<file path="src/rtl/core/ost_pkg.sv">
// Shared types and constants for the order status table.
// Holds item kinds, status codes and the record and control structs.
// No dependencies.
package ost_pkg;

    localparam int OST_TABLE_ENTRIES = 64;

    typedef enum logic [1:0] {
        KIND_ADD    = 2'd0,
        KIND_MODIFY = 2'd1,
        KIND_REMOVE = 2'd2,
        KIND_TRADE  = 2'd3
    } kind_t;

    typedef enum logic [1:0] {
        ST_NEW       = 2'd0,
        ST_PARTIAL   = 2'd1,
        ST_FILLED    = 2'd2,
        ST_CANCELLED = 2'd3
    } status_t;

    // One stored order, without its key.
    typedef struct packed {
        logic [63:0]        symbol;
        logic               side;
        logic [30:0]        quantity;
        logic [31:0]        price;
        logic signed [31:0] filled;
        status_t            status;
    } rec_t;

    // One result as it leaves the block.
    typedef struct packed {
        logic        found;
        logic        changed;
        logic        table_full;
        logic [63:0] order_id;
        rec_t        rec;
    } res_t;

    // Key search status toward the controller.
    typedef struct packed {
        logic done;
        logic hit_a;
        logic hit_b;
    } scan_flags_t;

    // What the update logic needs to know about the current item.
    typedef struct packed {
        kind_t kind;
        logic  is_user;
        logic  hit_a;
        logic  hit_b;
        logic  full;
    } upd_ctl_t;

    // Write actions decided by the update logic.
    typedef struct packed {
        logic wr_key;
        logic wr_rec;
        logic grow;
    } upd_act_t;

endpackage

</file>
<file path="src/rtl/core/ost_key_scan.sv">
// Key memory and linear key search for the order status table.
// Walks the filled part of the key memory one entry a cycle.
// Depends on ost_pkg.
module ost_key_scan
    import ost_pkg::*;
#(
    parameter int TABLE_ENTRIES = OST_TABLE_ENTRIES,
    localparam int IDX_W = $clog2(TABLE_ENTRIES),
    localparam int CNT_W = $clog2(TABLE_ENTRIES + 1)
)
(
    input  logic               clk,
    input  logic               rst_n,
    input  logic               start,
    input  logic [63:0]        key_a,
    input  logic [63:0]        key_b,
    input  logic [CNT_W-1:0]   count,
    input  logic               wr_en,
    input  logic [IDX_W-1:0]   wr_addr,
    input  logic [63:0]        wr_key,
    output scan_flags_t        flags,
    output logic [IDX_W-1:0]   idx_a,
    output logic [IDX_W-1:0]   idx_b
);

    logic [63:0]      key_mem [TABLE_ENTRIES];
    logic [63:0]      rd_data_reg;
    logic [IDX_W-1:0] rd_idx_reg;
    logic             rd_vld_reg;
    logic             rd_last_reg;
    logic             issuing_reg;
    logic [IDX_W-1:0] addr_reg;
    logic             done_reg;
    logic             hit_a_reg;
    logic             hit_b_reg;
    logic [IDX_W-1:0] idx_a_reg;
    logic [IDX_W-1:0] idx_b_reg;
    logic [63:0]      key_a_reg;
    logic [63:0]      key_b_reg;
    logic             last_addr;

    assign last_addr = (CNT_W'(addr_reg) + CNT_W'(1)) == count;

    always_ff @(posedge clk)
    begin
        if (wr_en)
        begin
            key_mem[wr_addr] <= wr_key;
        end
        rd_data_reg <= key_mem[addr_reg];
        rd_idx_reg  <= addr_reg;
        if (start)
        begin
            key_a_reg <= key_a;
            key_b_reg <= key_b;
        end
    end

    always_ff @(posedge clk or negedge rst_n)
    begin
        if (!rst_n)
        begin
            issuing_reg <= 1'b0;
            addr_reg    <= '0;
            rd_vld_reg  <= 1'b0;
            rd_last_reg <= 1'b0;
            done_reg    <= 1'b0;
            hit_a_reg   <= 1'b0;
            hit_b_reg   <= 1'b0;
            idx_a_reg   <= '0;
            idx_b_reg   <= '0;
        end
        else
        begin
            rd_vld_reg  <= issuing_reg;
            rd_last_reg <= issuing_reg && last_addr;
            // An empty table needs no walk at all.
            done_reg    <= rd_last_reg || (start && count == '0);
            if (start)
            begin
                hit_a_reg <= 1'b0;
                hit_b_reg <= 1'b0;
                addr_reg  <= '0;
                if (count != '0)
                begin
                    issuing_reg <= 1'b1;
                end
            end
            else if (issuing_reg)
            begin
                if (last_addr)
                begin
                    issuing_reg <= 1'b0;
                end
                else
                begin
                    addr_reg <= addr_reg + IDX_W'(1);
                end
            end
            // Keep the lowest matching entry for each key.
            if (rd_vld_reg)
            begin
                if (!hit_a_reg && rd_data_reg == key_a_reg)
                begin
                    hit_a_reg <= 1'b1;
                    idx_a_reg <= rd_idx_reg;
                end
                if (!hit_b_reg && rd_data_reg == key_b_reg)
                begin
                    hit_b_reg <= 1'b1;
                    idx_b_reg <= rd_idx_reg;
                end
            end
        end
    end

    assign flags.done  = done_reg;
    assign flags.hit_a = hit_a_reg;
    assign flags.hit_b = hit_b_reg;
    assign idx_a       = idx_a_reg;
    assign idx_b       = idx_b_reg;

endmodule

</file>
<file path="config.mk">
export PLATFORM = sky130hd
export DESIGN_NAME = ost_key_scan
export DESIGN_NICKNAME = d
export VERILOG_FILES = /design/src/rtl/core/ost_pkg.sv /design/src/rtl/core/ost_key_scan.sv
export SDC_FILE = /design/constraint.sdc
export NUM_CORES = 2
export LEC_CHECK = 0
export BUFFER_PORTS_ARGS = -buffer_cell sky130_fd_sc_hd__buf_2
export CORE_MARGIN = 3
export CORE_UTILIZATION = 45
export DETAILED_ROUTE_END_ITERATION = 6
export PLACE_DENSITY_LB_ADDON = 0.08
export SLEW_MARGIN = 20
export SYNTH_ARGS = -nofsm -noshare
export SYNTH_HDL_FRONTEND = slang
export SYNTH_SLANG_ARGS = --single-unit
</file>
<file path="constraint.sdc">
create_clock -name clk -period 2.6 [get_ports clk]
set_clock_uncertainty 0.15 [all_clocks]
set_input_delay 0.39 -clock clk [delete_from_list [all_inputs] [get_ports clk]]
set_output_delay 0.39 -clock clk [all_outputs]
set_load 0.005 [all_outputs]
</file>
==> impl_metrics.yaml <==
yosys:
  avgSynthCellArea_um2: 23.36
  seq_area_frac_synth_pct: 78.56
  synth-edff-count: 4224
  yosysWarnings: 0
  synth-seq-cells: 4318
  syn_area_um2: 164000
  synth_nets: 7231
  syn_inst: 7021
  synth-main-ff-cell: "edfxtp_1"
  yosys.cell_types.count: 59
  synth-async-reset-ratio_pct: 0.5558
finish:
  synthToLayoutAreaGrowth_pct: 24.87
  layout-drive-gt1-share_pct: 39.33
  fillers: 26760
  fin_area_um2: 204800
  largest_register: "key_mem"
  post-route-util_pct: 56.50
  fin_nets: 9007
  largest_reg_flops: 4096
routing:
  drc: 0
  drtIter0Drc: 10830
  dr.pass1.iters: 5
  wl_um: 539200
  avgViaCountPerCell: 6.131
  final_antenna_net_count: 0
  num_vias: 85830
  routedWlPerCell_um: 38.52
floorplan:
  core_um2: 362500
  fp.dieW_um: 609.7
  die_area_um2: 371700
  initial_utilization_pct: 45.24
  die_h_um: 609.7
  rows: 221
  pin_count: 224
worst_setup_path:
  cp-start-kind: "flop"
  cp-end-kind: "flop"
  cp_max_fo: 12
  arrival_ns: 3.60
  cp_data_required_time_ns: 3.28
  crit_type: "flop to flop"
clocking:
  cts_max_path_buffers: 4
  cts_buffers: 447
  root_buffer: "clkbuf_16"
  h-tree-depth: 5
  cts.clk_slew.worst_paths_ns: 0.06
  cts.sinks: 4318
  cts_tree: "built"
  clkLatencyLatePin_ns: 0.99
status:
  status: "finished with violations"
  violations: "negative setup slack"
timing:
  finalMaxSlewViolations: 0
  final_hold_viol_count: 0
  slew_headroom_pct: 26.73
  setup-violations-final: 79
  hold_ws_ns: 0.08152
  layout_setup_ws_ns: -0.3192
  post-route-period-util_pct: 112.3
  clock.fmax_mhz: 342.6
  rsz0062_at_grt: "true"
  tightest_slew_ns: 1.099
  setup_tns_ns: -13.59
  min_period_ns: 2.919
grt:
  antenna_found_initial: 40
  grt_pass1_vias: 86760
  grt_pass1_wl_um: 733300
  track_usage_pct: 28.91
  grt_max_degree: 65
  grt_overflow_total: 0
placed_design:
  port_buffers: 223
  dp_hpwl_um: 330400
  gp_congestion: 0.8316
  placed_cell_area_um2: 182500
pwr:
  leakagePower_nw: 65.31
  peakVddDrop_mv: 0.6266
  power_density_nw_per_um2: 770.3
worst_hold_path:
  hold_class: "primary input to flop"
job:
  maxCapViolations: 0
repair_timing:
item / CTS / global route
hold buffers: 303 / 0
endpoints found under the hold margin: 4038 / 0
gates resized for setup: 337 / 208
setup endpoints to repair: 84 / 84
gates cloned: 23 / 10
pin swaps: 77 / 87
setup buffers: 108 / 68
through the flow:
stage	worst slack [ns]	power (W)	instances
after floorplan	-0.6815	0.08573	7021
after global placement	-1.456	0.09370	12650
after detailed placement	-0.9990	0.09381	12650
after CTS	-0.3035	0.1582	13910
after global routing	-0.3184	0.1622	13990
final	-0.3192	0.1578	14000
synthesized netlist by cell type, drive strengths merged, types with 4 or more instances:
master      n  area (µm²)
nand2      79       296.5
nand2b     12       75.07
inv        30       112.6
o2bb2ai     6       52.55
nor4       23       150.1
dfrtp      24       600.6
mux4     1073       24170
o221ai     18       157.7
a221oi     16       140.1
nand4      15       93.84
a21oi     180       900.9
nor3       22       115.1
a311oi     12       105.1
mux2      135        1543
xnor2      41       359.1
a22oi     135        1013
nor2       93       349.1
o22ai      45       281.5
o31ai       9       67.56
mux2i     205        2052
xor2       70       613.1
dfxtp      70        1401
o2111ai    12       105.1
clkbuf    144       541.8
edfxtp   4224      126800
nand3      25       125.1
o21ai      16       80.08
buf       235        1259
nor2b      21       131.4
a22o        4       35.03
layout by cell type, fill, tap and decap left out, drive strengths merged, types with 93 or more instances in the layout:
| master | n |
|---|---|
| edfxtp | 4224 |
| buf | 1386 |
| mux4 | 1073 |
| clkbuf | 579 |
| dlygate4sd3 | 302 |
| mux2i | 205 |
| clkinv | 199 |
| a21oi | 180 |
| mux2 | 135 |
| a22oi | 135 |
| nor2 | 93 |
cells by family (layout without fill, tap and decap cells):
| logic type | count (synthesis) | in the layout | synth area share, % |
|---|---|---|---|
| AO/OA/AOI/OAI | 465 | 465 | 1.858 |
| adder cells (fa/ha/maj) | 1 | 1 | 0.007628 |
| XOR/XNOR | 112 | 112 | 0.6065 |
| flip-flops | 4318 | 4318 | 78.56 |
| AND/OR/NAND/NOR | 303 | 303 | 0.8743 |
| multiplexers | 1413 | 1413 | 16.93 |
| buffers and inverters | 409 | 2576 | 1.166 |
| other | 0 | 16 | 0 |
where the power goes:
| part | total [W] | internal, W | switching [W] |
|---|---|---|---|
| Clock | 0.0633 | 0.0362 | 0.0270 |
| Combinational | 0.0163 | 0.00762 | 0.00871 |
| Sequential | 0.0782 | 0.0773 | 0.000847 |
metal layers:
layer  up-vias  track usage, %  part of all wire, %
met5         -               0                0.011
met4        10           10.38                  4.3
met3       819           4.442                  7.8
met2      4045           46.86                   48
met1     47260           40.11                   39
li1      33690               -                    -
worst max-delay path, cell delays in order, from the launching register on:
cell and delay, ns:
dfrtp_4 0.52, buf_12 0.16, buf_16 0.17, buf_16 0.17, buf_16 0.16, mux4_2 0.52
mux4_2 0.54, a21oi_4 0.17, a21oi_4 0.14
path summary, 6_finish.rpt:
check                                   to  cells past startpoint         from  slack [ns]
setup / recovery           rd_data_reg[30]                      8  addr_reg[2]       -0.32
hold / removal             key_mem[15][12]                      5   wr_addr[2]        0.08
setup reg to reg           rd_data_reg[30]                      8  addr_reg[2]       -0.32
hold reg to reg                   done_reg                      1  rd_last_reg        0.33
max in group asynchronous      addr_reg[0]                      4        rst_n        1.77
min in group asynchronous         idx_b[0]                      4        rst_n        0.32
layout make-up:
class	count	area [µm²]	share of cell area [%]
well taps	4794	5998	2.929
clock buffers	568	11810	5.764
flip-flops and latches	4318	128900	62.94
clock inverters	272	2597	1.268
repair buffers	1706	19920	9.724
multi-input cells	2294	35440	17.30
inverters	30	112.6	0.05498
diodes	16	40.04	0.01955
No activity file was read; power rests on OpenSTA's default activity.
