[config.mk]
export PLATFORM = sky130hd
export DESIGN_NAME = ost_update
export DESIGN_NICKNAME = d
export VERILOG_FILES = /design/src/rtl/core/ost_pkg.sv /design/src/rtl/core/ost_update.sv
export SDC_FILE = /design/constraint.sdc
export NUM_CORES = 1
export LEC_CHECK = 0
export ABC_AREA = 1
export ABC_CLOCK_PERIOD_IN_PS = 3800
export BUFFER_PORTS_ARGS = -buffer_cell sky130_fd_sc_hd__buf_2
export CORE_AREA = 2 2 320 322
export DETAILED_ROUTE_END_ITERATION = 8
export DIE_AREA = 0 0 322 324
export PLACE_DENSITY = 0.31
export SETUP_SLACK_MARGIN = 0.1
export SLEW_MARGIN = 20
export SYNTH_ARGS = -nofsm -noshare
export SYNTH_HDL_FRONTEND = slang
export SYNTH_SLANG_ARGS = --single-unit
[constraint.sdc]
create_clock -name vclk -period 3.8
set_input_delay 0.19 -clock vclk [all_inputs]
set_output_delay 0.19 -clock vclk [all_outputs]
set_load 0.05 [all_outputs]
[src/rtl/core/ost_pkg.sv]
// Shared types and constants for the order status table.
// Holds item kinds, status codes and the record and control structs.
// No dependencies.
package ost_pkg;

    localparam int OST_TABLE_ENTRIES = 64;

    typedef enum logic [1:0] {
        KIND_ADD    = 2'd0,
        KIND_MODIFY = 2'd1,
        KIND_REMOVE = 2'd2,
        KIND_TRADE  = 2'd3
    } kind_t;

    typedef enum logic [1:0] {
        ST_NEW       = 2'd0,
        ST_PARTIAL   = 2'd1,
        ST_FILLED    = 2'd2,
        ST_CANCELLED = 2'd3
    } status_t;

    // One stored order, without its key.
    typedef struct packed {
        logic [63:0]        symbol;
        logic               side;
        logic [30:0]        quantity;
        logic [31:0]        price;
        logic signed [31:0] filled;
        status_t            status;
    } rec_t;

    // One result as it leaves the block.
    typedef struct packed {
        logic        found;
        logic        changed;
        logic        table_full;
        logic [63:0] order_id;
        rec_t        rec;
    } res_t;

    // Key search status toward the controller.
    typedef struct packed {
        logic done;
        logic hit_a;
        logic hit_b;
    } scan_flags_t;

    // What the update logic needs to know about the current item.
    typedef struct packed {
        kind_t kind;
        logic  is_user;
        logic  hit_a;
        logic  hit_b;
        logic  full;
    } upd_ctl_t;

    // Write actions decided by the update logic.
    typedef struct packed {
        logic wr_key;
        logic wr_rec;
        logic grow;
    } upd_act_t;

endpackage

[src/rtl/core/ost_update.sv]
// Update step of the order status table: new record, write actions and result.
// Purely combinational; works on the record read back from memory.
// Depends on ost_pkg.
module ost_update
    import ost_pkg::*;
(
    input  upd_ctl_t    ctl,
    input  logic [63:0] order_id,
    input  logic [63:0] other_id,
    input  logic [63:0] symbol_code,
    input  logic        side_in,
    input  logic [30:0] quantity_in,
    input  logic [31:0] price_in,
    input  rec_t        rec_old,
    output rec_t        rec_new,
    output upd_act_t    act,
    output res_t        res
);

    logic signed [31:0] old_qty;
    logic signed [31:0] diff;

    assign old_qty = $signed({1'b0, rec_old.quantity});
    assign diff    = old_qty - $signed({1'b0, quantity_in});

    always_comb
    begin
        act     = '0;
        res     = '0;
        rec_new = rec_old;
        case (ctl.kind)
            KIND_ADD:
            begin
                if (ctl.is_user)
                begin
                    if (ctl.hit_a || !ctl.full)
                    begin
                        rec_new.symbol   = symbol_code;
                        rec_new.side     = side_in;
                        rec_new.quantity = quantity_in;
                        rec_new.price    = price_in;
                        rec_new.filled   = '0;
                        rec_new.status   = ST_NEW;
                        act.wr_key       = 1'b1;
                        act.wr_rec       = 1'b1;
                        act.grow         = !ctl.hit_a;
                        res.found        = 1'b1;
                        res.changed      = 1'b1;
                        res.order_id     = order_id;
                        res.rec          = rec_new;
                    end
                    else
                    begin
                        res.table_full = 1'b1;
                    end
                end
            end
            KIND_MODIFY:
            begin
                if (ctl.hit_a)
                begin
                    if (diff >= old_qty)
                    begin
                        rec_new.filled = old_qty;
                        rec_new.status = ST_FILLED;
                    end
                    else
                    begin
                        rec_new.filled = diff;
                        rec_new.status = ST_PARTIAL;
                    end
                    act.wr_rec   = 1'b1;
                    res.found    = 1'b1;
                    res.changed  = 1'b1;
                    res.order_id = order_id;
                    res.rec      = rec_new;
                end
            end
            KIND_REMOVE:
            begin
                if (ctl.hit_a)
                begin
                    if (!(rec_old.status inside {ST_FILLED, ST_CANCELLED}))
                    begin
                        rec_new.status = ST_CANCELLED;
                        act.wr_rec     = 1'b1;
                        res.changed    = 1'b1;
                    end
                    res.found    = 1'b1;
                    res.order_id = order_id;
                    res.rec      = rec_new;
                end
            end
            KIND_TRADE:
            begin
                // The sell-side key wins when both are tracked.
                if (ctl.hit_a || ctl.hit_b)
                begin
                    res.found    = 1'b1;
                    res.order_id = ctl.hit_a ? order_id : other_id;
                    res.rec      = rec_old;
                end
            end
            default:
            begin
                res = '0;
            end
        endcase
    end

endmodule

==> results.sh, run 1 <==
export IMPL_rows=117
export IMPL_fill_cells=11770
export IMPL_min_path_cells=4
export IMPL_grt_setup_unrepaired="true"
export IMPL_final_common_cell="buf_2"
export IMPL_yosys_top_cells_area="o21ai_0 20%, nand2_1 18%, inv_1 12%, ha_1 11%, a32o_1 8.3%"
export IMPL_gp_congestion=0.8650
export IMPL_routed_wl_um=90350
export IMPL_drive_above_1_share=0.5129
export IMPL_seq_cells=0
export IMPL_synth_top_area_cell="o21ai_0"
export IMPL_p_total_mw=4.323
export IMPL_ctsHoldBuffers=0
export IMPL_final_nets=2823
export IMPL_hold_class="input port to primary output"
export IMPL_dp_cells=3627
export IMPL_antenna_found_initial=58
export IMPL_die_x_um=322
export IMPL_fp_dieH_um=324
export IMPL_ioPinCount=818
export IMPL_max_freq_mhz=249.4
export IMPL_crit_type="input port to primary output"
export IMPL_seq_area_um2=0
export IMPL_ys_types=43
export IMPL_worstSetupStartpointType="input port"
export IMPL_grt_first_pass_wirelength_um=115100
export IMPL_ys_seq_area_frac=0
export IMPL_setup_violations=65
export IMPL_num_vias=13660
export IMPL_ant_nets=0
export IMPL_via_per_inst=3.739
export IMPL_endpoint_kind="primary output"
export IMPL_firstDrtPassIters=5
export IMPL_die_area_mm2=0.1043
export IMPL_synth_top_cell_area_share=0.1963
export IMPL_mostFrequentLayoutCells="650 x buf_2, 324 x nand2_1, 276 x o21ai_0, 233 x inv_1, 193 x buf_4"
export IMPL_violations="negative setup slack"
export IMPL_grt_max_degree=99
export IMPL_clockBufferCount=0
export IMPL_core_mm2=0.1010
export IMPL_grt_ovfl_total=0
export IMPL_dpl_hpwl_um=82180
export IMPL_worst_pin_slew_ns=0.9191
export IMPL_synth_area_per_cell_um2=5.129
export IMPL_post_route_period_util=1.055
export IMPL_synth_area_mm2=0.007114
export IMPL_power_leakage_nw=8.963
export IMPL_hold_end="rec_new[17]"
export IMPL_port_buffers=818
export IMPL_maxCapViolCount=0
export IMPL_fin_ws_ns=-0.2103
export IMPL_drc=0
export IMPL_cp_data_required_time_ns=3.61
export IMPL_power_density_mw_per_mm2=250.7
export IMPL_grt_pass1_vias=13420
export IMPL_slew_violations=0
export IMPL_cp_max_fo=8
export IMPL_hp_start="rec_old[17]"
export IMPL_period_needed_ns=4.010
export IMPL_max_slew_margin=0.3849
export IMPL_yosys_warnings=0
export IMPL_synth_nets=1874
export IMPL_syn2layout_area_growth_pct=142.4
export IMPL_drt_iter0_markers=742
export IMPL_wl_per_cell_um=24.73
export IMPL_ir_drop_v=0.0001066
export IMPL_synthCells=1387
export IMPL_status="complete, but fails checks"
export IMPL_arrival_ns=3.82
export IMPL_fin_cells=3653
export IMPL_initial_core_util=0.07043
export IMPL_hold_violations=0
export IMPL_track_usage=0.1610
[metal layers]
layer,wire (µm),track usage
met3,11120,0.07717
met5,192,0
met4,736,0.008100
met2,42150,0.2746
met1,36160,0.1909
[worst max-delay path by stage]
stage	startpoint	depth (start not counted)	to
finish	rec_old[66]	27	rec_new[30]
global route	quantity_in[18]	30	rec_new[31]
CTS	rec_old[66]	31	rec_new[0]
detailed placement	rec_old[66]	25	res[30]
global placement	rec_old[66]	26	rec_new[30]
floorplan	rec_old[66]	27	rec_new[2]
[cells by family after synthesis]
kind of cell    after synthesis  share of synthesized area
simple gates                555                     0.3298
compound gates              420                     0.3472
buf+inv                     323                     0.1792
fa+ha+maj                    63                     0.1119
xor+xnor                     26                    0.03201
[critical path, cell delays in order]
cell	delay, ns
buf_8	0.09
inv_4	0.04
ha_4	0.15
inv_4	0.05
fa_2	0.21
nand2_4	0.07
nand2_4	0.06
o21ai_4	0.06
o21ai_4	0.26
a21boi_2	0.11
o21ai_2	0.26
a21oi_1	0.12
xnor2_1	0.23
ha_1	0.27
nand2_1	0.10
nor2_1	0.06
a211oi_2	0.18
o221ai_2	0.13
nand2_1	0.10
nand3_2	0.08
nand2_2	0.10
nand2_4	0.12
buf_12	0.18
nand2_1	0.05
nand4_1	0.19
nand2_1	0.16
buf_6	0.17
[report_power, final]
part           leakage [nW]  internal (mW)  switching, mW
sequential                0              0              0
clock             0.0000634    0.000000325              0
combinational          8.96           1.54           2.78
[Yosys cell counts (4+ instances only)]
cell	number
o21ai_1	5
inv_1	236
xor2_1	16
ha_1	62
nand2_1	347
xnor2_1	10
nand2_2	4
nor3_1	10
nand3_1	101
clkbuf_1	50
buf_2	23
nand4_1	15
a21oi_1	51
nand3_2	4
a32o_1	59
o211ai_1	4
o21ai_0	279
nor2_1	61
buf_1	4
[layout make-up]
| cell class | count | area [µm²] | share of cell area |
|---|---|---|---|
| diodes | 10 | 25.02 | 0.001451 |
| repair buffers | 1030 | 8014 | 0.4647 |
| multi-input cells | 1064 | 6655 | 0.3859 |
| inverters | 240 | 913.4 | 0.05296 |
| well taps | 1309 | 1638 | 0.09497 |
[per-stage QoR]
step                      area [µm²]  worst slack, ns  setup TNS (ns)  hold slack, ns    util
after global placement         15860          -0.9528          -56.10          0.7804  0.1570
after detailed placement       15860          -0.9499          -56.10          0.7801  0.1570
final                          17250          -0.2103          -8.359          0.7322  0.1707
after floorplan                 7126           0.1515               0          0.5640       -
after global routing           17220          -0.4339          -24.44          0.7553  0.1705
after CTS                      16740          -0.3375          -17.63          0.7380  0.1657
[repair_timing]
item                                    CTS  global route
setup buffers                             9             6
pin swaps                                40            53
gates cloned                              0             1
endpoints found under the setup margin   66            66
resized for setup                       210            91
Note: power is estimated with default switching activity, not from simulation.
==> run 2, diff against run 1 <==
- BUFFER_PORTS_ARGS: -buffer_cell sky130_fd_sc_hd__buf_2 -> unset
- DONT_BUFFER_PORTS: unset -> 1
- PLACE_DENSITY: 0.31 -> 0.3
==> run 2 against run 1 <==
  * The flow still finishes with violations (negative setup slack)
  * Global-route usage shrank 0.11 points
  * Largest power group unchanged
  * Non-clock buffer count shrank 501
  * Final cell count shrank 14%
  * Critical path depth grew 2
  * Hold slack lost 0.16 ns
  * Cell area shrank 15%
  * Worst setup slack gained 0.036 ns
  * Sequential share of layout area is the same
==> results.sh, run 2 (same netlist as run 1, synthesis figures left out) <==
export IMPL_crit_family="simple AND/OR/NAND/NOR gates"
export IMPL_fp_dieH_um=324
export IMPL_final_nets=2322
export IMPL_mostFrequentLayoutCells="384 x buf_4, 303 x nand2_1, 233 x o21ai_1, 232 x inv_1, 85 x buf_12"
export IMPL_p_int_mw=1.389
export IMPL_initial_core_util=0.07043
export IMPL_cp_common_cell="nand2_2"
export IMPL_min_path_cells=2
export IMPL_p_clk_frac=0
export IMPL_antenna_found_initial=48
export IMPL_seq_area_um2=0
export IMPL_fill_cells=11830
export IMPL_core_mm2=0.1010
export IMPL_routed_wl_um=90870
export IMPL_setup_violations=66
export IMPL_hold_end="act[0]"
export IMPL_drt_iter0_markers=731
export IMPL_hold_class="input port to primary output"
export IMPL_p_sw_mw=2.685
export IMPL_cp_depth=29
export IMPL_cp_max_fo=8
export IMPL_violations="negative setup slack"
export IMPL_grt_ovfl_total=0
export IMPL_die_x_um=322
export IMPL_cp_data_required_time_ns=3.61
export IMPL_ant_nets=0
export IMPL_worst_pin_slew_ns=1.146
export IMPL_fin_ws_ns=-0.1740
export IMPL_multi_input_area_mm2=0.006783
export IMPL_power_leakage_nw=6.934
export IMPL_place_area_mm2=0.01341
export IMPL_wl_per_cell_um=28.84
export IMPL_endpoint_kind="primary output"
export IMPL_grt_max_degree=163
export IMPL_hold_violations=0
export IMPL_max_slew_margin=0.2312
export IMPL_via_per_inst=3.806
export IMPL_slew_violations=0
export IMPL_syn2layout_area_growth_pct=106.3
export IMPL_ctsHoldBuffers=0
export IMPL_clockBufferCount=0
export IMPL_dpl_hpwl_um=82700
export IMPL_status="complete, but fails checks"
export IMPL_drive_above_1_share=0.4015
export IMPL_maxCapViolCount=0
export IMPL_grt_first_pass_wirelength_um=110000
export IMPL_power_density_mw_per_mm2=277.6
export IMPL_fin_cells=3151
export IMPL_period_needed_ns=3.974
export IMPL_die_area_mm2=0.1043
export IMPL_drc=0
export IMPL_grt_pass1_vias=11110
export IMPL_pwr_share_comb=1.000
export IMPL_post_place_ws_ns=-1.091
export IMPL_max_freq_mhz=251.6
export IMPL_rows=117
export IMPL_arrival_ns=3.78
export IMPL_p_total_mw=4.074
export IMPL_final_common_cell="buf_4"
export IMPL_hp_start="ctl[0]"
export IMPL_track_usage=0.1599
export IMPL_path_buf_inv=6
export IMPL_crit_type="input port to primary output"
export IMPL_ioPinCount=818
export IMPL_cp_slowest_cell="or2_2"
export IMPL_p_seq_frac=0
export IMPL_fin_area_mm2=0.01468
export IMPL_slowest_delay_ns=0.28
export IMPL_ir_drop_v=0.0001008
export IMPL_swShare=0.6591
export IMPL_worstSetupStartpointType="input port"
export IMPL_num_vias=11990
export IMPL_gp_congestion=0.8705
export IMPL_firstDrtPassIters=6
export IMPL_grt_setup_unrepaired="true"
export IMPL_post_route_period_util=1.046
export IMPL_seq_cells=0
export IMPL_port_buffers=0
export IMPL_dp_cells=3123
## run 2: changes by cell type in the layout (fill, tap and decap cells not counted), sizes merged
cell / delta
diode: -1
buf: -501
## run 2: what timing repair did
item / 4_1_cts / 5_1_grt
setup endpoints to repair: 66 / 66
cloned: 0 / 1
buffers inserted: 4 / 14
resized for setup: 132 / 123
pin swaps: 29 / 78
## run 2: through the flow
step                      hold slack, ns    util  setup TNS, ns
after global placement            0.5717  0.1328         -49.94
after floorplan                   0.5640       -              0
after CTS                         0.5724  0.1381         -18.11
after detailed placement          0.5724  0.1328         -46.18
final                             0.5752  0.1453         -6.978
after global routing              0.5774  0.1452         -23.07
## run 2: power by group through the flow
stage	registers, mW	logic, mW	clock network, mW
finish	0	4.07	0.000000270
global route	0	4.30	0.000000152
CTS	0	3.94	0
detailed placement	0	3.80	0
global placement	0	3.82	0
floorplan	0	2.11	0
## run 2: layout make-up
class                           instances  area share
Antenna cell                            9    0.001534
Inverter                              240     0.06240
Multi-Input combinational cell       1064      0.4621
Tap cell                             1309      0.1116
Timing Repair Buffer                  529      0.3624
## run 2: worst max path at each step
| stage | startpoint | to | slack, ns |
|---|---|---|---|
| 2_1_floorplan | rec_old[66] | rec_new[2] | 0.15 |
| 3_3_place_gp | rec_old[66] | rec_new[1] | -1.18 |
| 3_5_place_dp | rec_old[66] | rec_new[1] | -1.09 |
| 4_1_cts | rec_old[66] | rec_new[1] | -0.35 |
| 5_1_grt | rec_old[66] | res[30] | -0.42 |
| 6_report | quantity_in[2] | res[6] | -0.17 |
## run 2: layer usage
metal  up-vias  track usage  share of wire
li1       5543            -              -
met1      5609       0.1797           0.37
met2       704       0.2692           0.46
met3       116      0.08965           0.14
met4        22      0.02118          0.019
met5         -            0         0.0015
==> run 3, diff against run 2 <==
- ABC_CLOCK_PERIOD_IN_PS: 3800 -> 3200
- clock period: 3.8 -> 3.2 ns (I/O delays scaled with it)
==> run 3 against run 2 <==
  * The run still ends with negative setup slack left
  * Sequential cell count did not move
  * Sequential share of layout area did not move
  * Core utilization rose by 2.2 points
  * Cell area rose by 15%
  * Via count rose by 0.22%
  * Combinational power rose by 29%
  * Total power rose by 29%
  * Non-clock buffer count rose by 47
  * Wire length fell by 3.0%
  * Hold slack got worse by 0.031 ns
  * Critical path depth fell by 5
  * First-iteration DRC count fell by 15%
  * Critical path type unchanged
  * Critical endpoint is now rec_new[6]
  * Largest cell class unchanged
==> results.sh, run 3 (same netlist as run 1, synthesis figures left out) <==
export IMPL_hold_class="input port to primary output"
export IMPL_drt_iter0_markers=625
export IMPL_die_area_mm2=0.1043
export IMPL_p_int_mw=1.959
export IMPL_seq_cells=0
export IMPL_final_nets=2369
export IMPL_fin_ws_ns=-0.7212
export IMPL_worst_pin_slew_ns=1.134
export IMPL_dpl_hpwl_um=80520
export IMPL_worstSetupStartpointType="input port"
export IMPL_clockBufferCount=0
export IMPL_arrival_ns=3.76
export IMPL_final_common_cell="buf_4"
export IMPL_num_vias=12020
export IMPL_antenna_found_initial=47
export IMPL_p_seq_frac=0
export IMPL_ioPinCount=818
export IMPL_via_per_inst=3.761
export IMPL_grt_ovfl_total=0
export IMPL_syn2layout_area_growth_pct=136.9
export IMPL_gp_congestion=0.8892
export IMPL_max_freq_mhz=255.0
export IMPL_drc=0
export IMPL_p_sw_mw=3.299
export IMPL_grt_setup_unrepaired="true"
export IMPL_firstDrtPassIters=5
export IMPL_p_clk_frac=0
export IMPL_drive_above_1_share=0.4335
export IMPL_ctsHoldBuffers=0
export IMPL_fp_dieH_um=324
export IMPL_initial_core_util=0.07043
export IMPL_status="complete, but fails checks"
export IMPL_port_buffers=0
export IMPL_utilization=0.1669
export IMPL_endpoint_kind="primary output"
export IMPL_grt_pass1_vias=11640
export IMPL_mostFrequentLayoutCells="366 x buf_4, 302 x nand2_1, 240 x o21ai_1, 231 x inv_1, 188 x buf_12"
export IMPL_violations="negative setup slack"
export IMPL_dp_cells=3159
export IMPL_maxCapViolCount=0
export IMPL_rows=117
export IMPL_wl_per_cell_um=27.59
export IMPL_crit_type="input port to primary output"
export IMPL_post_route_period_util=1.225
export IMPL_hold_violations=0
export IMPL_core_mm2=0.1010
export IMPL_routed_wl_um=88170
export IMPL_seq_area_um2=0
export IMPL_period_needed_ns=3.921
export IMPL_cp_max_fo=10
export IMPL_grt_first_pass_wirelength_um=109800
export IMPL_p_total_mw=5.258
export IMPL_track_usage=0.1570
export IMPL_fin_cells=3196
export IMPL_cp_data_required_time_ns=3.04
export IMPL_ant_nets=0
export IMPL_slew_violations=0
export IMPL_grt_max_degree=183
export IMPL_ir_drop_v=0.0001284
export IMPL_max_slew_margin=0.2437
export IMPL_power_leakage_nw=7.704
export IMPL_swShare=0.6274
export IMPL_die_x_um=322
export IMPL_pwr_share_comb=1.000
export IMPL_setup_violations=66
export IMPL_power_density_mw_per_mm2=311.9
## run 3: per-stage QoR
step	setup TNS (ns)	hold WS (ns)	instance area, µm²	setup WS [ns]
after global placement	-57.84	0.5378	15660	-1.041
after CTS	-38.21	0.5446	16480	-0.6748
after floorplan	-8.258	0.5040	7843	-0.1836
after global routing	-50.90	0.5476	16850	-0.8690
final	-40.41	0.5446	16860	-0.7212
after detailed placement	-60.66	0.5391	15660	-1.064
## run 3: layout make-up
class / count / area, µm²
Tap cell: 1309 / 1638
Multi-Input combinational cell: 1064 / 7492
Antenna cell: 7 / 17.52
Inverter: 240 / 920.9
Timing Repair Buffer: 576 / 6788
Fill cell: 11580 / 84150
## run 3: worst paths after layout
check	cells after the start	to	slack, ns	start
max	24	rec_new[6]	-0.72	quantity_in[18]
min	2	act[0]	0.54	ctl[0]
## run 3: critical path, stage by stage
cell	delay, ns
inv_1	0.02
ha_1	0.36
a21oi_2	0.20
buf_4	0.13
nor2_1	0.03
nor2_1	0.11
o21ai_0	0.12
a21oi_1	0.17
o21a_2	0.23
xor2_2	0.22
ha_1	0.30
a21oi_1	0.15
nor2_1	0.07
a211oi_2	0.17
nor2_1	0.09
nor2_1	0.13
nand3_2	0.10
nand2_4	0.12
nand2_8	0.09
buf_12	0.16
nand2_1	0.05
nand4_1	0.23
nand2_2	0.18
buf_12	0.15
## run 3: routing by layer
metal / routed length (µm) / GRT usage / vias up / share of wire
met1: 31770 / 0.1660 / 5670 / 0.36
li1: - / - / 5638 / -
met5: 120 / 0 / - / 0.0014
met4: 1413 / 0.02378 / 18 / 0.016
met2: 44140 / 0.2821 / 592 / 0.50
met3: 10720 / 0.08023 / 102 / 0.12
## run 3: timing repair
item / in CTS / in global routing
pin swaps: 63 / 40
gates cloned: 0 / 1
endpoints found under the setup margin: 66 / 66
resized for setup: 132 / 50
buffers inserted: 24 / 6
## run 3: power by group through the flow
stage	clock, mW	combinational [mW]	sequential [mW]
floorplan	0	2.62	0
global placement	0	4.99	0
detailed placement	0	4.96	0
CTS	0	5.21	0
global route	0.000000257	5.55	0
finish	0.000000218	5.26	0
